===== config.mk =====
export PLATFORM = sky130hd
export DESIGN_NAME = sensor_sample_averager_core_flat
export DESIGN_NICKNAME = d
export VERILOG_FILES = /design/src/rtl/core/ssa_pkg.sv /design/src/rtl/core/ssa_in_if.sv /design/src/rtl/core/ssa_out_if.sv /design/src/rtl/core/sensor_sample_averager_core.sv /design/src/rtl/core/ssa_div.sv /design/src/rtl/core/ssa_dp.sv /design/src/rtl/core/ssa_ctrl.sv /design/src/flat_wrapper.sv
export SDC_FILE = /design/constraint.sdc
export NUM_CORES = 1
export LEC_CHECK = 0
export ABC_CLOCK_PERIOD_IN_PS = 15400
export BUFFER_PORTS_ARGS = -buffer_cell sky130_fd_sc_hd__clkbuf_2
export CORE_AREA = 8 8 217 219
export CTS_CLUSTER_DIAMETER = 150
export DETAILED_ROUTE_END_ITERATION = 10
export DIE_AREA = 0 0 225 227
export MAX_ROUTING_LAYER = met4
export PLACE_DENSITY = 0.66
export SLEW_MARGIN = 20
export SYNTH_ARGS = -nofsm -noshare
export SYNTH_HDL_FRONTEND = slang
export SYNTH_SLANG_ARGS = --single-unit

===== constraint.sdc =====
create_clock -name i_clk -period 15.4 [get_ports i_clk]
set_input_delay 1.54 -clock i_clk [delete_from_list [all_inputs] [get_ports i_clk]]
set_output_delay 1.54 -clock i_clk [all_outputs]
set_load 0.01 [all_outputs]

===== src/rtl/core/ssa_pkg.sv =====
package ssa_pkg;

    localparam int unsigned MAX_SAMPLES = 255;

    localparam int CNT_W      = $clog2(MAX_SAMPLES + 1);
    localparam int PRESS_W    = 24;
    localparam int TEMP_W     = 16;
    localparam int AVG_W      = 24;
    localparam int TIME_W     = 32;
    localparam int STALE_W    = 16;
    localparam int PSUM_W     = PRESS_W + CNT_W;
    localparam int TSUM_W     = TEMP_W + CNT_W;
    localparam int DIV_W      = PSUM_W;
    localparam int DIV_STEP_W = $clog2(DIV_W);
    localparam int READY_BIT  = 3;

    localparam logic [CNT_W-1:0]   CNT_MAX     = CNT_W'(MAX_SAMPLES);
    localparam logic [STALE_W-1:0] STALE_RESET = STALE_W'(100);

    typedef enum logic [1:0] {
        OP_SAMPLE   = 2'd0,
        OP_RD_PRESS = 2'd1,
        OP_RD_TEMP  = 2'd2,
        OP_NONE     = 2'd3
    } t_op;

    typedef enum logic [2:0] {
        ST_IDLE,
        ST_EVAL,
        ST_DIVIDE,
        ST_EMIT
    } t_state;

    typedef struct packed {
        t_op                op;
        logic [TIME_W-1:0]  now_ms;
        logic [7:0]         status_byte;
        logic [PRESS_W-1:0] press_raw;
        logic [TEMP_W-1:0]  temp_raw;
    } t_in_item;

    typedef struct packed {
        logic capture;
        logic apply_sample;
        logic load_stale;
        logic load_held;
        logic div_start;
        logic div_commit;
        logic out_load;
    } t_dp_cmd;

    typedef struct packed {
        t_op  op;
        logic data_ready;
        logic stale;
        logic count_zero;
        logic div_done;
        logic out_room;
    } t_dp_stat;

endpackage


===== src/rtl/core/ssa_in_if.sv =====
interface ssa_in_if;
    logic        valid;
    logic        ready;
    logic [1:0]  operation;
    logic [31:0] now_ms;
    logic [7:0]  status_byte;
    logic [7:0]  press_hi;
    logic [7:0]  press_mid;
    logic [7:0]  press_lo;
    logic [7:0]  temp_hi;
    logic [7:0]  temp_lo;

    modport source (
        output valid, operation, now_ms, status_byte,
        output press_hi, press_mid, press_lo, temp_hi, temp_lo,
        input  ready
    );

    modport sink (
        input  valid, operation, now_ms, status_byte,
        input  press_hi, press_mid, press_lo, temp_hi, temp_lo,
        output ready
    );
endinterface


===== src/rtl/core/ssa_out_if.sv =====
interface ssa_out_if;
    logic               valid;
    logic               ready;
    logic               ok;
    logic               held;
    logic signed [23:0] average;

    modport source (
        output valid, ok, held, average,
        input  ready
    );

    modport sink (
        input  valid, ok, held, average,
        output ready
    );
endinterface


===== src/rtl/core/sensor_sample_averager_core.sv =====
// Channel  Dir  Beat
// i_in     in   operation, now_ms, status_byte, press_hi/mid/lo, temp_hi/lo
// o_out    out  ok, held, average
// i_cfg    in   stale_limit_ms (write enable + data)
//
// Each beat passes IDLE, EVAL; a stale read or one with no new samples then
// EMIT; an averaging read DIVIDE (the 32-step shift-subtract divider), EMIT.
// One beat is in work at a time; a finished result waits in the output
// register while the next beat is accepted. A read result holds in EMIT while
// the output register is full and stalled. Reset is synchronous.
module sensor_sample_averager_core (
    input  logic                          i_clk,
    input  logic                          i_rst_n,
    ssa_in_if.sink                        i_in,
    ssa_out_if.source                     o_out,
    input  logic                          i_cfg_wr_en,
    input  logic [ssa_pkg::STALE_W-1:0]   i_cfg_wr_data
);

    ssa_pkg::t_in_item  w_item;
    ssa_pkg::t_dp_cmd   w_cmd;
    ssa_pkg::t_dp_stat  w_stat;
    logic [ssa_pkg::AVG_W-1:0] w_avg;

    assign w_item.op          = ssa_pkg::t_op'(i_in.operation);
    assign w_item.now_ms      = i_in.now_ms;
    assign w_item.status_byte = i_in.status_byte;
    assign w_item.press_raw   = {i_in.press_hi, i_in.press_mid, i_in.press_lo};
    assign w_item.temp_raw    = {i_in.temp_hi, i_in.temp_lo};

    ssa_ctrl u_ctrl (
        .i_clk      (i_clk),
        .i_rst_n    (i_rst_n),
        .i_in_valid (i_in.valid),
        .o_in_ready (i_in.ready),
        .i_stat     (w_stat),
        .o_cmd      (w_cmd)
    );

    ssa_dp u_dp (
        .i_clk         (i_clk),
        .i_rst_n       (i_rst_n),
        .i_item        (w_item),
        .i_cfg_wr_en   (i_cfg_wr_en),
        .i_cfg_wr_data (i_cfg_wr_data),
        .i_cmd         (w_cmd),
        .o_stat        (w_stat),
        .i_out_ready   (o_out.ready),
        .o_out_valid   (o_out.valid),
        .o_out_ok      (o_out.ok),
        .o_out_held    (o_out.held),
        .o_out_avg     (w_avg)
    );

    assign o_out.average = w_avg;

    a_busy_after_accept: assert property (@(posedge i_clk) disable iff (!i_rst_n)
        i_in.valid && i_in.ready |=> !i_in.ready)
        else $error("input accepted again while a beat is in work");

    a_result_from_busy: assert property (@(posedge i_clk) disable iff (!i_rst_n)
        $rose(o_out.valid) |-> $past(!i_in.ready))
        else $error("result appeared without a beat in work");

    a_held_is_fresh: assert property (@(posedge i_clk) disable iff (!i_rst_n)
        o_out.valid && !o_out.ok |-> !o_out.held && (o_out.average == '0))
        else $error("stale result carries data");

    a_divide_blocks_input: assert property (@(posedge i_clk) disable iff (!i_rst_n)
        w_cmd.div_start |=> !i_in.ready)
        else $error("input ready during division");

endmodule


===== src/rtl/core/ssa_div.sv =====
module ssa_div (
    input  logic                        i_clk,
    input  logic                        i_rst_n,
    input  logic                        i_start,
    input  logic [ssa_pkg::DIV_W-1:0]   i_dividend,
    input  logic [ssa_pkg::CNT_W-1:0]   i_divisor,
    output logic                        o_done,
    output logic [ssa_pkg::DIV_W-1:0]   o_quotient
);

    logic                             r_busy, n_busy;
    logic                             r_done, n_done;
    logic [ssa_pkg::DIV_STEP_W-1:0]   r_step, n_step;
    logic [ssa_pkg::CNT_W-1:0]        r_rem, n_rem;
    logic [ssa_pkg::DIV_W-1:0]        r_quo, n_quo;
    logic [ssa_pkg::CNT_W-1:0]        r_dvs, n_dvs;

    logic [ssa_pkg::CNT_W:0]          w_shift;
    logic [ssa_pkg::CNT_W:0]          w_diff;
    logic                             w_ge;

    assign w_shift = {r_rem, r_quo[ssa_pkg::DIV_W-1]};
    assign w_diff  = w_shift - {1'b0, r_dvs};
    assign w_ge    = ~w_diff[ssa_pkg::CNT_W];

    always_comb begin
        n_busy = r_busy;
        n_done = 1'b0;
        n_step = r_step;
        n_rem  = r_rem;
        n_quo  = r_quo;
        n_dvs  = r_dvs;
        if (i_start) begin
            n_busy = 1'b1;
            n_step = ssa_pkg::DIV_STEP_W'(ssa_pkg::DIV_W - 1);
            n_rem  = '0;
            n_quo  = i_dividend;
            n_dvs  = i_divisor;
        end else if (r_busy) begin
            n_rem  = w_ge ? w_diff[ssa_pkg::CNT_W-1:0] : w_shift[ssa_pkg::CNT_W-1:0];
            n_quo  = {r_quo[ssa_pkg::DIV_W-2:0], w_ge};
            n_step = r_step - 1'b1;
            if (r_step == '0) begin
                n_busy = 1'b0;
                n_done = 1'b1;
            end
        end
    end

    always_ff @(posedge i_clk) begin
        if (!i_rst_n) begin
            r_busy <= 1'b0;
            r_done <= 1'b0;
            r_step <= '0;
        end else begin
            r_busy <= n_busy;
            r_done <= n_done;
            r_step <= n_step;
        end
        r_rem <= n_rem;
        r_quo <= n_quo;
        r_dvs <= n_dvs;
    end

    assign o_done     = r_done;
    assign o_quotient = r_quo;

endmodule


===== src/rtl/core/ssa_dp.sv =====
module ssa_dp (
    input  logic                          i_clk,
    input  logic                          i_rst_n,
    input  ssa_pkg::t_in_item             i_item,
    input  logic                          i_cfg_wr_en,
    input  logic [ssa_pkg::STALE_W-1:0]   i_cfg_wr_data,
    input  ssa_pkg::t_dp_cmd              i_cmd,
    output ssa_pkg::t_dp_stat             o_stat,
    input  logic                          i_out_ready,
    output logic                          o_out_valid,
    output logic                          o_out_ok,
    output logic                          o_out_held,
    output logic [ssa_pkg::AVG_W-1:0]     o_out_avg
);

    ssa_pkg::t_in_item               r_item;
    logic [ssa_pkg::STALE_W-1:0]     r_limit;
    logic [ssa_pkg::PSUM_W-1:0]      r_psum, n_psum;
    logic [ssa_pkg::CNT_W-1:0]       r_pcnt, n_pcnt;
    logic [ssa_pkg::TSUM_W-1:0]      r_tsum, n_tsum;
    logic [ssa_pkg::CNT_W-1:0]       r_tcnt, n_tcnt;
    logic [ssa_pkg::AVG_W-1:0]       r_held_p, n_held_p;
    logic [ssa_pkg::TEMP_W-1:0]      r_held_t, n_held_t;
    logic [ssa_pkg::TIME_W-1:0]      r_last, n_last;
    logic                            r_neg;
    logic                            r_res_ok, n_res_ok;
    logic                            r_res_held, n_res_held;
    logic [ssa_pkg::AVG_W-1:0]       r_res_avg, n_res_avg;
    logic                            r_out_valid, n_out_valid;
    logic                            r_out_ok;
    logic                            r_out_held;
    logic [ssa_pkg::AVG_W-1:0]       r_out_avg;

    logic                            w_is_press;
    logic [ssa_pkg::PSUM_W-1:0]      w_p_ext;
    logic [ssa_pkg::TSUM_W-1:0]      w_t_ext;
    logic [ssa_pkg::DIV_W-1:0]       w_sel_sum;
    logic [ssa_pkg::DIV_W-1:0]       w_abs;
    logic [ssa_pkg::AVG_W-1:0]       w_held_sel;
    logic [ssa_pkg::TIME_W-1:0]      w_age;
    logic                            w_div_done;
    logic [ssa_pkg::DIV_W-1:0]       w_quo;
    logic [ssa_pkg::AVG_W-1:0]       w_avg;

    assign w_is_press = (r_item.op == ssa_pkg::OP_RD_PRESS);
    assign w_p_ext = {{ssa_pkg::CNT_W{r_item.press_raw[ssa_pkg::PRESS_W-1]}}, r_item.press_raw};
    assign w_t_ext = {{ssa_pkg::CNT_W{r_item.temp_raw[ssa_pkg::TEMP_W-1]}}, r_item.temp_raw};

    assign w_sel_sum = w_is_press ? r_psum :
        {{(ssa_pkg::DIV_W - ssa_pkg::TSUM_W){r_tsum[ssa_pkg::TSUM_W-1]}}, r_tsum};
    assign w_abs = w_sel_sum[ssa_pkg::DIV_W-1] ? (~w_sel_sum + 1'b1) : w_sel_sum;

    assign w_held_sel = w_is_press ? r_held_p :
        {{(ssa_pkg::AVG_W - ssa_pkg::TEMP_W){r_held_t[ssa_pkg::TEMP_W-1]}}, r_held_t};

    assign w_age = r_item.now_ms - r_last;

    ssa_div u_div (
        .i_clk      (i_clk),
        .i_rst_n    (i_rst_n),
        .i_start    (i_cmd.div_start),
        .i_dividend (w_abs),
        .i_divisor  (w_is_press ? r_pcnt : r_tcnt),
        .o_done     (w_div_done),
        .o_quotient (w_quo)
    );

    assign w_avg = r_neg ? (~w_quo[ssa_pkg::AVG_W-1:0] + 1'b1) : w_quo[ssa_pkg::AVG_W-1:0];

    always_comb begin
        n_psum      = r_psum;
        n_pcnt      = r_pcnt;
        n_tsum      = r_tsum;
        n_tcnt      = r_tcnt;
        n_held_p    = r_held_p;
        n_held_t    = r_held_t;
        n_last      = r_last;
        n_res_ok    = r_res_ok;
        n_res_held  = r_res_held;
        n_res_avg   = r_res_avg;
        n_out_valid = r_out_valid;

        if (i_cmd.apply_sample) begin
            if (r_pcnt < ssa_pkg::CNT_MAX) begin
                n_psum = r_psum + w_p_ext;
                n_pcnt = r_pcnt + 1'b1;
            end
            if (r_tcnt < ssa_pkg::CNT_MAX) begin
                n_tsum = r_tsum + w_t_ext;
                n_tcnt = r_tcnt + 1'b1;
            end
            n_last = r_item.now_ms;
        end

        if (i_cmd.load_stale) begin
            n_res_ok   = 1'b0;
            n_res_held = 1'b0;
            n_res_avg  = '0;
        end

        if (i_cmd.load_held) begin
            n_res_ok   = 1'b1;
            n_res_held = 1'b1;
            n_res_avg  = w_held_sel;
        end

        if (i_cmd.div_commit) begin
            n_res_ok   = 1'b1;
            n_res_held = 1'b0;
            n_res_avg  = w_avg;
            if (w_is_press) begin
                n_held_p = w_avg;
                n_psum   = '0;
                n_pcnt   = '0;
            end else begin
                n_held_t = w_avg[ssa_pkg::TEMP_W-1:0];
                n_tsum   = '0;
                n_tcnt   = '0;
            end
        end

        if (i_cmd.out_load) begin
            n_out_valid = 1'b1;
        end else if (r_out_valid && i_out_ready) begin
            n_out_valid = 1'b0;
        end
    end

    always_ff @(posedge i_clk) begin
        if (!i_rst_n) begin
            r_limit     <= ssa_pkg::STALE_RESET;
            r_psum      <= '0;
            r_pcnt      <= '0;
            r_tsum      <= '0;
            r_tcnt      <= '0;
            r_held_p    <= '0;
            r_held_t    <= '0;
            r_last      <= '0;
            r_out_valid <= 1'b0;
        end else begin
            if (i_cfg_wr_en) begin
                r_limit <= i_cfg_wr_data;
            end
            r_psum      <= n_psum;
            r_pcnt      <= n_pcnt;
            r_tsum      <= n_tsum;
            r_tcnt      <= n_tcnt;
            r_held_p    <= n_held_p;
            r_held_t    <= n_held_t;
            r_last      <= n_last;
            r_out_valid <= n_out_valid;
        end
        if (i_cmd.capture) begin
            r_item <= i_item;
        end
        if (i_cmd.div_start) begin
            r_neg <= w_sel_sum[ssa_pkg::DIV_W-1];
        end
        r_res_ok   <= n_res_ok;
        r_res_held <= n_res_held;
        r_res_avg  <= n_res_avg;
        if (i_cmd.out_load) begin
            r_out_ok   <= r_res_ok;
            r_out_held <= r_res_held;
            r_out_avg  <= r_res_avg;
        end
    end

    assign o_stat.op         = r_item.op;
    assign o_stat.data_ready = r_item.status_byte[ssa_pkg::READY_BIT];
    assign o_stat.stale      = w_age > {{(ssa_pkg::TIME_W - ssa_pkg::STALE_W){1'b0}}, r_limit};
    assign o_stat.count_zero = w_is_press ? (r_pcnt == '0) : (r_tcnt == '0);
    assign o_stat.div_done   = w_div_done;
    assign o_stat.out_room   = !r_out_valid || i_out_ready;

    assign o_out_valid = r_out_valid;
    assign o_out_ok    = r_out_ok;
    assign o_out_held  = r_out_held;
    assign o_out_avg   = r_out_avg;

endmodule


===== src/rtl/core/ssa_ctrl.sv =====
module ssa_ctrl (
    input  logic               i_clk,
    input  logic               i_rst_n,
    input  logic               i_in_valid,
    output logic               o_in_ready,
    input  ssa_pkg::t_dp_stat  i_stat,
    output ssa_pkg::t_dp_cmd   o_cmd
);

    ssa_pkg::t_state r_state, n_state;

    always_ff @(posedge i_clk) begin
        if (!i_rst_n) begin
            r_state <= ssa_pkg::ST_IDLE;
        end else begin
            r_state <= n_state;
        end
    end

    always_comb begin
        n_state    = r_state;
        o_in_ready = 1'b0;
        o_cmd      = '0;
        unique case (r_state)
            ssa_pkg::ST_IDLE: begin
                o_in_ready = 1'b1;
                if (i_in_valid) begin
                    o_cmd.capture = 1'b1;
                    n_state       = ssa_pkg::ST_EVAL;
                end
            end
            ssa_pkg::ST_EVAL: begin
                unique case (i_stat.op)
                    ssa_pkg::OP_SAMPLE: begin
                        o_cmd.apply_sample = i_stat.data_ready;
                        n_state            = ssa_pkg::ST_IDLE;
                    end
                    ssa_pkg::OP_RD_PRESS, ssa_pkg::OP_RD_TEMP: begin
                        priority if (i_stat.stale) begin
                            o_cmd.load_stale = 1'b1;
                            n_state          = ssa_pkg::ST_EMIT;
                        end else if (i_stat.count_zero) begin
                            o_cmd.load_held = 1'b1;
                            n_state         = ssa_pkg::ST_EMIT;
                        end else begin
                            o_cmd.div_start = 1'b1;
                            n_state         = ssa_pkg::ST_DIVIDE;
                        end
                    end
                    ssa_pkg::OP_NONE: begin
                        n_state = ssa_pkg::ST_IDLE;
                    end
                endcase
            end
            ssa_pkg::ST_DIVIDE: begin
                if (i_stat.div_done) begin
                    o_cmd.div_commit = 1'b1;
                    n_state          = ssa_pkg::ST_EMIT;
                end
            end
            ssa_pkg::ST_EMIT: begin
                if (i_stat.out_room) begin
                    o_cmd.out_load = 1'b1;
                    n_state        = ssa_pkg::ST_IDLE;
                end
            end
            default: begin
                n_state = ssa_pkg::ST_IDLE;
            end
        endcase
    end

endmodule


===== src/flat_wrapper.sv =====
// flat-port wrapper written by rule: the top's interface ports become plain ports
module sensor_sample_averager_core_flat 
  (i_clk, i_rst_n, i_cfg_wr_en, i_cfg_wr_data, i_in_valid, i_in_operation, i_in_now_ms, i_in_status_byte, i_in_press_hi, i_in_press_mid, i_in_press_lo, i_in_temp_hi, i_in_temp_lo, i_in_ready, o_out_valid, o_out_ok, o_out_held, o_out_average, o_out_ready);
  ssa_in_if i_in_i ();
  ssa_out_if o_out_i ();
  input  logic i_clk;
  input  logic i_rst_n;
  input  logic i_cfg_wr_en;
  input  logic [ssa_pkg::STALE_W-1:0] i_cfg_wr_data;
  input wire logic [$bits(i_in_i.valid)-1:0] i_in_valid;
  input wire logic [$bits(i_in_i.operation)-1:0] i_in_operation;
  input wire logic [$bits(i_in_i.now_ms)-1:0] i_in_now_ms;
  input wire logic [$bits(i_in_i.status_byte)-1:0] i_in_status_byte;
  input wire logic [$bits(i_in_i.press_hi)-1:0] i_in_press_hi;
  input wire logic [$bits(i_in_i.press_mid)-1:0] i_in_press_mid;
  input wire logic [$bits(i_in_i.press_lo)-1:0] i_in_press_lo;
  input wire logic [$bits(i_in_i.temp_hi)-1:0] i_in_temp_hi;
  input wire logic [$bits(i_in_i.temp_lo)-1:0] i_in_temp_lo;
  output wire logic [$bits(i_in_i.ready)-1:0] i_in_ready;
  output wire logic [$bits(o_out_i.valid)-1:0] o_out_valid;
  output wire logic [$bits(o_out_i.ok)-1:0] o_out_ok;
  output wire logic [$bits(o_out_i.held)-1:0] o_out_held;
  output wire logic [$bits(o_out_i.average)-1:0] o_out_average;
  input wire logic [$bits(o_out_i.ready)-1:0] o_out_ready;
  assign i_in_i.valid = i_in_valid;
  assign i_in_i.operation = i_in_operation;
  assign i_in_i.now_ms = i_in_now_ms;
  assign i_in_i.status_byte = i_in_status_byte;
  assign i_in_i.press_hi = i_in_press_hi;
  assign i_in_i.press_mid = i_in_press_mid;
  assign i_in_i.press_lo = i_in_press_lo;
  assign i_in_i.temp_hi = i_in_temp_hi;
  assign i_in_i.temp_lo = i_in_temp_lo;
  assign i_in_ready = i_in_i.ready;
  assign o_out_valid = o_out_i.valid;
  assign o_out_ok = o_out_i.ok;
  assign o_out_held = o_out_i.held;
  assign o_out_average = o_out_i.average;
  assign o_out_i.ready = o_out_ready;
  sensor_sample_averager_core u_core (.i_clk(i_clk), .i_rst_n(i_rst_n), .i_in(i_in_i), .o_out(o_out_i), .i_cfg_wr_en(i_cfg_wr_en), .i_cfg_wr_data(i_cfg_wr_data));
endmodule

==> implementation parameters, run 1 <==
Parameter                              Value

Setup path
  Reg2reg path depth ... 19
  Crit path required time ... 15.61 ns
  Flop2flop setup slack ... 9.56 ns
  Setup crit end kind ... register
  Worst r2r dst ... u_core.u_dp.u_div.o_quotient[15]
  Arr. time, crit path ... 6.05 ns
  Kind of start point of the critical path ... register
  Maximum single-stage delay on the critical path ... 0.52 ns
  Largest driver fanout on the critical path ... 45
  Critical Path, Cell by Cell ... ha_1, a21o_1, a2111oi_2, o211a_1, o31a_1, xnor2_1, ha_1, and4_1, nand2_1, nor2_1, a2111oi_0, a22oi_1, nor4_1, nand3_1, nor4_4, nand4b_1, buf_4, nand2_1, buf_4
  Critical-path top delay cell ... a2111oi_0
  Beginning of the worst register-to-register path ... u_core.u_dp.r_item[60]
  Worst setup path class ... register to register

Logic synthesis
  Mapped Avg Cell Area ... 9.62 µm²
  Net Count, Synth ... 2230
  Seq/Total Area, Yosys ... 0.445
  Share of the synthesized area in the top cell type ... 0.258
  Top cells by area, synth ... edfxtp_1 (26%), dfxtp_1 (19%), ha_1 (7.7%)
  Commonest cells in the synthesized netlist ... nand2_1 (271), dfxtp_1 (180), edfxtp_1 (166)
  Synth unique cells ... 78
  Post-synth design cell area ... 19300 µm²
  Count of flip-flops with a built-in enable after synthesis ... 166
  Synthesized netlist cell count ... 2004
  Count of warnings emitted by yosys ... 0
  Post-synth top area cell ... edfxtp_1
  Flip-flop and latch count after synthesis ... 346
  Most numerous cell in the Yosys netlist ... nand2_1
  Top_reg_cell synth ... dfxtp_1
  Async SR Flop Fraction ... 0

GRT
  All-Layer GR Usage ... 0.182
  Antenna violations before repair ... 0
  Total global routing overflow ... 0
  Via count of the first global-routing pass ... 14583
  First-pass GRT wire length ... 74.5 mm
  Pin count of the biggest net entering global routing ... 71

Power and ir drop
  Static leakage ... 8.49 nW
  Power density cells ... 104 nW/µm²
  Max VDD drop ... 0.0000999 V

Clock network
  Total setup buffers inserted after CTS ... 0
  Num CTS Buffers ... 40
  Max Root-Sink Buffers ... 3
  Clk pin slew, worst setup/hold paths ... 0.06 ns
  CTS H-Tree Depth ... 2
  Clock tree from TritonCTS ... yes
  Skew-Pair Late Insertion Delay ... 0.56 ns
  Cell at the root of the clock tree ... clkbuf_16
  Number of hold buffers added after cts ... 0
  Number of sinks handled by clock tree synthesis ... 346
  Number of cells upsized or downsized after cts ... 0

Place
  Count of buffers inserted at the top-level ports ... 123
  Post-DP HPWL ... 33.0 mm
  Placed Cells incl. Taps ... 2661
  Routability cong. ... 0.895

Finish
  Layout cells sized above 1 ... 0.117
  Number of filler instances in the final layout ... 4054
  Synthesis-to-layout area growth ... 13.2%
  Final std cells w/o fill ... 2734
  Number of antenna repair diodes ... 0
  Final nets ... 2337

STA
  FMAX ... 171 MHz
  Setup violations, final ... 0
  Fin crit share ... 0.379
  Post-route minimum period ... 5.84 ns
  Worst-case hold slack ... 0.416 ns
  Worst Clk Skew ... 0.0182 ns
  Total negative slack ... 0 ns
  Worst-margin pin slew ... 1.08 ns
  Normalized max-slew margin ... 0.277
  Setup repair after global routing missed its margin ... no
  Number of max-slew violations in the final report ... 0
  Number of hold violations in the final report ... 0

Run status
  Status ... complete, no violations

Floorplan
  Number of standard-cell rows in the floorplan ... 77
  Y dimension of the die ... 227 µm
  Die Area ... 51100 µm²
  Die width ... 225 µm
  I/O Pins ... 131
  Starting Density ... 0.442
  Placeable core region ... 43600 µm²

Routing
  Vias ... 14760
  Post-DRT Antenna Nets ... 0
  Post-detailed-route via-to-cell ratio ... 5.40
  DRC ... 0
  Total wirelength of the detailed-routed design ... 45.3 mm
  DR pass1 iterations ... 5
  Average wire length per cell after detail routing ... 16.6 µm
  Initial DRC count ... 839

Flow run
  Number of violations of the max-capacitance limit ... 0

Hold path
  Hold Crit Start ... u_core.u_dp.r_res_avg[5]
  Depth of the worst hold-timing path ... 0
  Sink of the worst hold path ... u_core.u_dp.o_out_avg[5]
  Class of the worst hold path ... register to register
## critical path: cells and delay by family, from the launching register on
family / cells / cell delay (ns)
and+or+nand+nor: 8 / 1.37
xor gates and xnor gates: 1 / 0.20
adders and majority gates: 2 / 0.66
AOI/OAI and AO/OA: 6 / 2.10
buffers and inverters: 2 / 0.71
DFF: 1 / 0.40
## logic make-up after synthesis
| group | Yosys count | share of synthesized area |
|---|---|---|
| DFF | 346 | 0.445 |
| buffers and inverters | 181 | 0.0368 |
| muxes | 93 | 0.0535 |
| and+or+nand+nor | 622 | 0.155 |
| adders and majority gates | 123 | 0.0814 |
| xor gates and xnor gates | 125 | 0.0568 |
| AOI/OAI and AO/OA | 514 | 0.171 |
## final cells by class
class | count | area, µm² | area share
clock buffers | 54 | 1130 | 0.0517
flip-flops and latches | 346 | 8590 | 0.394
repair buffers | 140 | 743 | 0.0341
well taps | 592 | 741 | 0.0339
multi-input cells | 1477 | 10000 | 0.459
clock inverters | 19 | 205 | 0.00940
inverters | 106 | 398 | 0.0182
## state kept, by name, summed over array words and instances (netlist names), 16 cells and up
name                          flops
u_core.u_dp.o_out_avg            24
u_core.u_dp.r_held_p             24
u_core.u_dp.r_held_t             16
u_core.u_dp.r_item               72
u_core.u_dp.r_last               32
u_core.u_dp.r_limit              16
u_core.u_dp.r_psum               32
u_core.u_dp.r_res_avg            24
u_core.u_dp.r_tsum               24
u_core.u_dp.u_div.o_quotient     32
## placed cells by master, fill, tap and decap left out, types with 63 or more instances in the layout
cell	instances
xnor2_1	72
ha_1	118
edfxtp_1	166
nand2_1	271
o21ai_0	112
inv_1	106
dfxtp_1	180
clkbuf_2	123
nor2_1	98
mux2i_1	63
a21oi_1	142
## stage by stage
stage	area [µm²]	setup slack [ns]	util	power [mW]
global placement	20500	9.71	0.469	1.31
global route	21800	9.09	0.500	2.36
floorplan	19300	10.25	-	1.24
finish	21800	9.56	0.500	2.26
CTS	21800	9.57	0.500	2.29
detailed placement	20500	9.61	0.469	1.32
## metal layers
metal / track usage / vias to the layer above / share of wire
met5: - / - / 0
met4: 0.0547 / 0 / 0.020
met3: 0.0268 / 54 / 0.044
met2: 0.296 / 302 / 0.46
met1: 0.234 / 6928 / 0.47
li1: - / 7476 / -
## power by group
group / internal, mW / leakage (nW) / switching, mW
combinational: 0.111 / 4.80 / 0.167
clock: 0.582 / 0.655 / 0.378
sequential: 1.00 / 3.04 / 0.0214
## worst max path at each step
stage	startpoint	to	slack, ns
finish	u_core.u_dp.r_item[60]	u_core.u_dp.u_div.o_quotient[15]	9.56
global placement	u_core.u_dp.r_item[60]	u_core.u_dp.u_div.o_quotient[30]	9.71
global route	u_core.u_dp.r_item[60]	u_core.u_dp.r_res_avg[21]	9.09
floorplan	u_core.u_dp.r_item[60]	u_core.u_dp.u_div.o_quotient[0]	10.25
detailed placement	u_core.u_dp.r_item[49]	u_core.u_dp.u_div.o_quotient[30]	9.61
CTS	u_core.u_dp.r_item[60]	u_core.u_dp.u_div.o_quotient[3]	9.57
Note: power is estimated with default switching activity, not from simulation.
==> inputs of run 2 (changes only) <==
--- a/config.mk
+++ b/config.mk
@@ -5,14 +5,14 @@
 export SDC_FILE = /design/constraint.sdc
 export NUM_CORES = 1
 export LEC_CHECK = 0
-export ABC_CLOCK_PERIOD_IN_PS = 15400
+export ABC_CLOCK_PERIOD_IN_PS = 5000
 export BUFFER_PORTS_ARGS = -buffer_cell sky130_fd_sc_hd__clkbuf_2
 export CORE_AREA = 8 8 217 219
 export CTS_CLUSTER_DIAMETER = 150
 export DETAILED_ROUTE_END_ITERATION = 10
 export DIE_AREA = 0 0 225 227
 export MAX_ROUTING_LAYER = met4
-export PLACE_DENSITY = 0.66
+export PLACE_DENSITY = 0.68
 export SLEW_MARGIN = 20
 export SYNTH_ARGS = -nofsm -noshare
 export SYNTH_HDL_FRONTEND = slang
==> constraint.sdc (replaced) <==
create_clock -name i_clk -period 5 [get_ports i_clk]
set_input_delay 0.5 -clock i_clk [delete_from_list [all_inputs] [get_ports i_clk]]
set_output_delay 0.5 -clock i_clk [all_outputs]
set_load 0.01 [all_outputs]
==> implementation parameters, run 2 (synthesis results as in run 1) <==
Parameter                              Value

Run status
  Status ... complete, no violations (unchanged)

Floorplan
  Starting Density ... 0.442 (unchanged)
  Placeable core region ... 43600 µm² (unchanged)
  Y dimension of the die ... 227 µm (unchanged)
  I/O Pins ... 131 (unchanged)
  Die width ... 225 µm (unchanged)
  Die Area ... 51100 µm² (unchanged)
  Number of standard-cell rows in the floorplan ... 77 (unchanged)

Setup path
  Largest driver fanout on the critical path ... 22 (was 45)
  Arr. time, crit path ... 5.12 ns (was 6.05 ns)
  Kind of start point of the critical path ... register (unchanged)
  Top cell by count, worst path ... ha_1
  Crit path required time ... 5.29 ns (was 15.61 ns)
  Setup crit end kind ... register (unchanged)
  Maximum single-stage delay on the critical path ... 0.42 ns (was 0.52 ns)
  Number of buffer and inverter instances along the worst setup path ... 3 (was 2)
  Critical Path, Cell by Cell ... ha_1, nor2b_2, o31a_2, o211ai_4, a21oi_1, a211o_1, xor2_1, ha_1, a21oi_2, o21ai_2, a2111oi_4, a22oi_2, nor4_2, nand3_1, nor4_4, nand4b_1, buf_6, buf_4, bufbuf_16, mux2i_1 (was ha_1, a21o_1, a2111oi_2, o211a_1, o31a_1, xnor2_1, ha_1, and4_1, nand2_1, nor2_1, a2111oi_0, a22oi_1, nor4_1, nand3_1, nor4_4, nand4b_1, buf_4, nand2_1, buf_4)
  Worst setup path class ... register to register (unchanged)
  Crit path max-delay family ... compound AO/OA/AOI/OAI gates (unchanged)
  Critical-path top delay cell ... edfxtp_1 (was a2111oi_0)

Place
  Count of buffers inserted at the top-level ports ... 123 (unchanged)
  Dpl ws ... -0.114 ns (was 9.61 ns)
  Post-placement cell area ... 20600 µm² (was 20500 µm²)
  Post-DP HPWL ... 32.7 mm (was 33.0 mm)
  Placed Cells incl. Taps ... 2669 (was 2661)
  Routability cong. ... 0.893 (was 0.895)

STA
  FMAX ... 207 MHz (was 171 MHz)
  Worst-case hold slack ... 0.114 ns (was 0.416 ns)
  Total negative slack ... 0 ns (unchanged)
  Setup violations, final ... 0 (unchanged)
  Fin crit share ... 0.967 (was 0.379)
  Normalized max-slew margin ... 0.430 (was 0.277)
  Worst-margin pin slew ... 0.855 ns (was 1.08 ns)
  Post-route minimum period ... 4.84 ns (was 5.84 ns)
  Number of hold violations in the final report ... 0 (unchanged)
  Worst Clk Skew ... 0.0234 ns (was 0.0182 ns)
  Number of max-slew violations in the final report ... 0 (unchanged)
  Setup ws final ... 0.163 ns (was 9.56 ns)

Power and ir drop
  Power density cells ... 315 nW/µm² (was 104 nW/µm²)
  Max VDD drop ... 0.000237 V (was 0.0000999 V)
  PnR Total Power ... 6.99 mW (was 2.26 mW)
  Static leakage ... 8.65 nW (was 8.49 nW)

GRT
  First-pass GRT wire length ... 75.2 mm (was 74.5 mm)
  Grt met3 use ... 0.0268 (unchanged)
  Met1 Usage GRT ... 0.237 (was 0.234)
  Via count of the first global-routing pass ... 14837 (was 14583)
  All-Layer GR Usage ... 0.183 (was 0.182)
  Met2 global-route usage ... 0.294 (was 0.296)
  Busiest metal layer after global routing ... met2 (unchanged)
  Total global routing overflow ... 0 (unchanged)
  Pin count of the biggest net entering global routing ... 68 (was 71)
  Antenna violations before repair ... 0 (unchanged)

Routing
  DRC ... 0 (unchanged)
  Post-detailed-route via-to-cell ratio ... 5.48 (was 5.40)
  Average wire length per cell after detail routing ... 16.8 µm (was 16.6 µm)
  Post-DRT Antenna Nets ... 0 (unchanged)
  Vias ... 15110 (was 14760)
  Initial DRC count ... 1024 (was 839)
  Total wirelength of the detailed-routed design ... 46.2 mm (was 45.3 mm)
  DR pass1 iterations ... 5 (unchanged)

Clock network
  Num CTS Buffers ... 41 (was 40)
  Skew-Pair Late Insertion Delay ... 0.56 ns (about the same)
  Number of hold buffers added after cts ... 0 (unchanged)
  CTS H-Tree Depth ... 2 (unchanged)
  Clock tree from TritonCTS ... yes (unchanged)
  Clk pin slew, worst setup/hold paths ... 0.06 ns (about the same)
  Number of sinks handled by clock tree synthesis ... 346 (unchanged)
  Cell at the root of the clock tree ... clkbuf_16 (unchanged)
  Max Root-Sink Buffers ... 3 (unchanged)

Finish
  Post-Route Utilization ... 0.509 (was 0.500)
  Area of the multi-input gates ... 10100 µm² (was 10000 µm²)
  Number of filler instances in the final layout ... 3969 (was 4054)
  Commonest non-fill, non-tap cells in the layout ... nand2_1 (269), dfxtp_1 (179), edfxtp_1 (166), a21oi_1 (140), clkbuf_2 (123) (was nand2_1 (271), dfxtp_1 (180), edfxtp_1 (166), a21oi_1 (142), clkbuf_2 (123))
  Area used by sequential logic in the layout ... 8590 µm² (about the same)
  Number of antenna repair diodes ... 0 (unchanged)
  Register with the most flip-flops ... u_core.u_dp.r_item (unchanged)
  Post-layout instance area ... 22200 µm² (was 21800 µm²)
  Final std cells w/o fill ... 2756 (was 2734)
  Flip-flop count of the largest register after layout ... 72 (unchanged)
  Synthesis-to-layout area growth ... 15.1% (was 13.2%)
  Layout cells sized above 1 ... 0.134 (was 0.117)
  Most frequent standard cell in the layout excluding fill and tap cells ... nand2_1 (unchanged)
  Final nets ... 2357 (was 2337)

Hold path
  Class of the worst hold path ... input pin to register (was register to register)

Flow run
  Number of violations of the max-capacitance limit ... 0 (unchanged)
[run 2: cell count changes in the layout (fill, tap and decap cells not counted), sizes merged]
cell	before	now
buf	17	34
bufbuf	0	1
bufinv	4	0
clkbuf	177	187
clkinv	12	7
clkinvlp	1	4
[run 2: worst paths after layout]
path                                                from                              end  slack, ns  cells past startpoint
worst min-delay path                   i_in_press_mid[1]           u_core.u_dp.r_item[25]       0.11                      1
worst max-delay path              u_core.u_dp.r_item[49]  u_core.u_dp.u_div.o_quotient[0]       0.16                     20
worst max register to register    u_core.u_dp.r_item[49]  u_core.u_dp.u_div.o_quotient[0]       0.16                     20
worst min register to register  u_core.u_dp.r_res_avg[2]         u_core.u_dp.o_out_avg[2]       0.42                      0
[run 2: area by class of cell]
class	count	share of cell area
Sequential cell	346	0.387
Timing Repair Buffer	159	0.0448
Inverter	106	0.0179
Multi-Input combinational cell	1477	0.456
Clock buffer	63	0.0575
Clock inverter	13	0.00344
Tap cell	592	0.0334
[run 2: report_power, final]
part           internal (mW)  leakage, nW  switching, mW  total, mW
registers               3.08         3.04         0.0660       3.15
clock network           1.76        0.652           1.18       2.94
logic                  0.368         4.95          0.536      0.904
total                   5.21         8.65           1.78       6.99
[run 2: per-layer routing]
| metal | up-vias | routed length (µm) | share of wire |
|---|---|---|---|
| met4 | 0 | 1000 | 0.022 |
| met5 | - | 0 | 0 |
| met3 | 69 | 2270 | 0.049 |
| met2 | 336 | 21200 | 0.46 |
| met1 | 7177 | 21700 | 0.47 |
| li1 | 7528 | - | - |
[run 2: repair_timing]
item | in CTS | in global routing
setup buffers | 2 | 7
pin swaps | 5 | 18
cloned | 1 | 1
resized for setup | 3 | 17
setup endpoints to repair | 78 | 135
hold endpoints to repair | 0 | 0
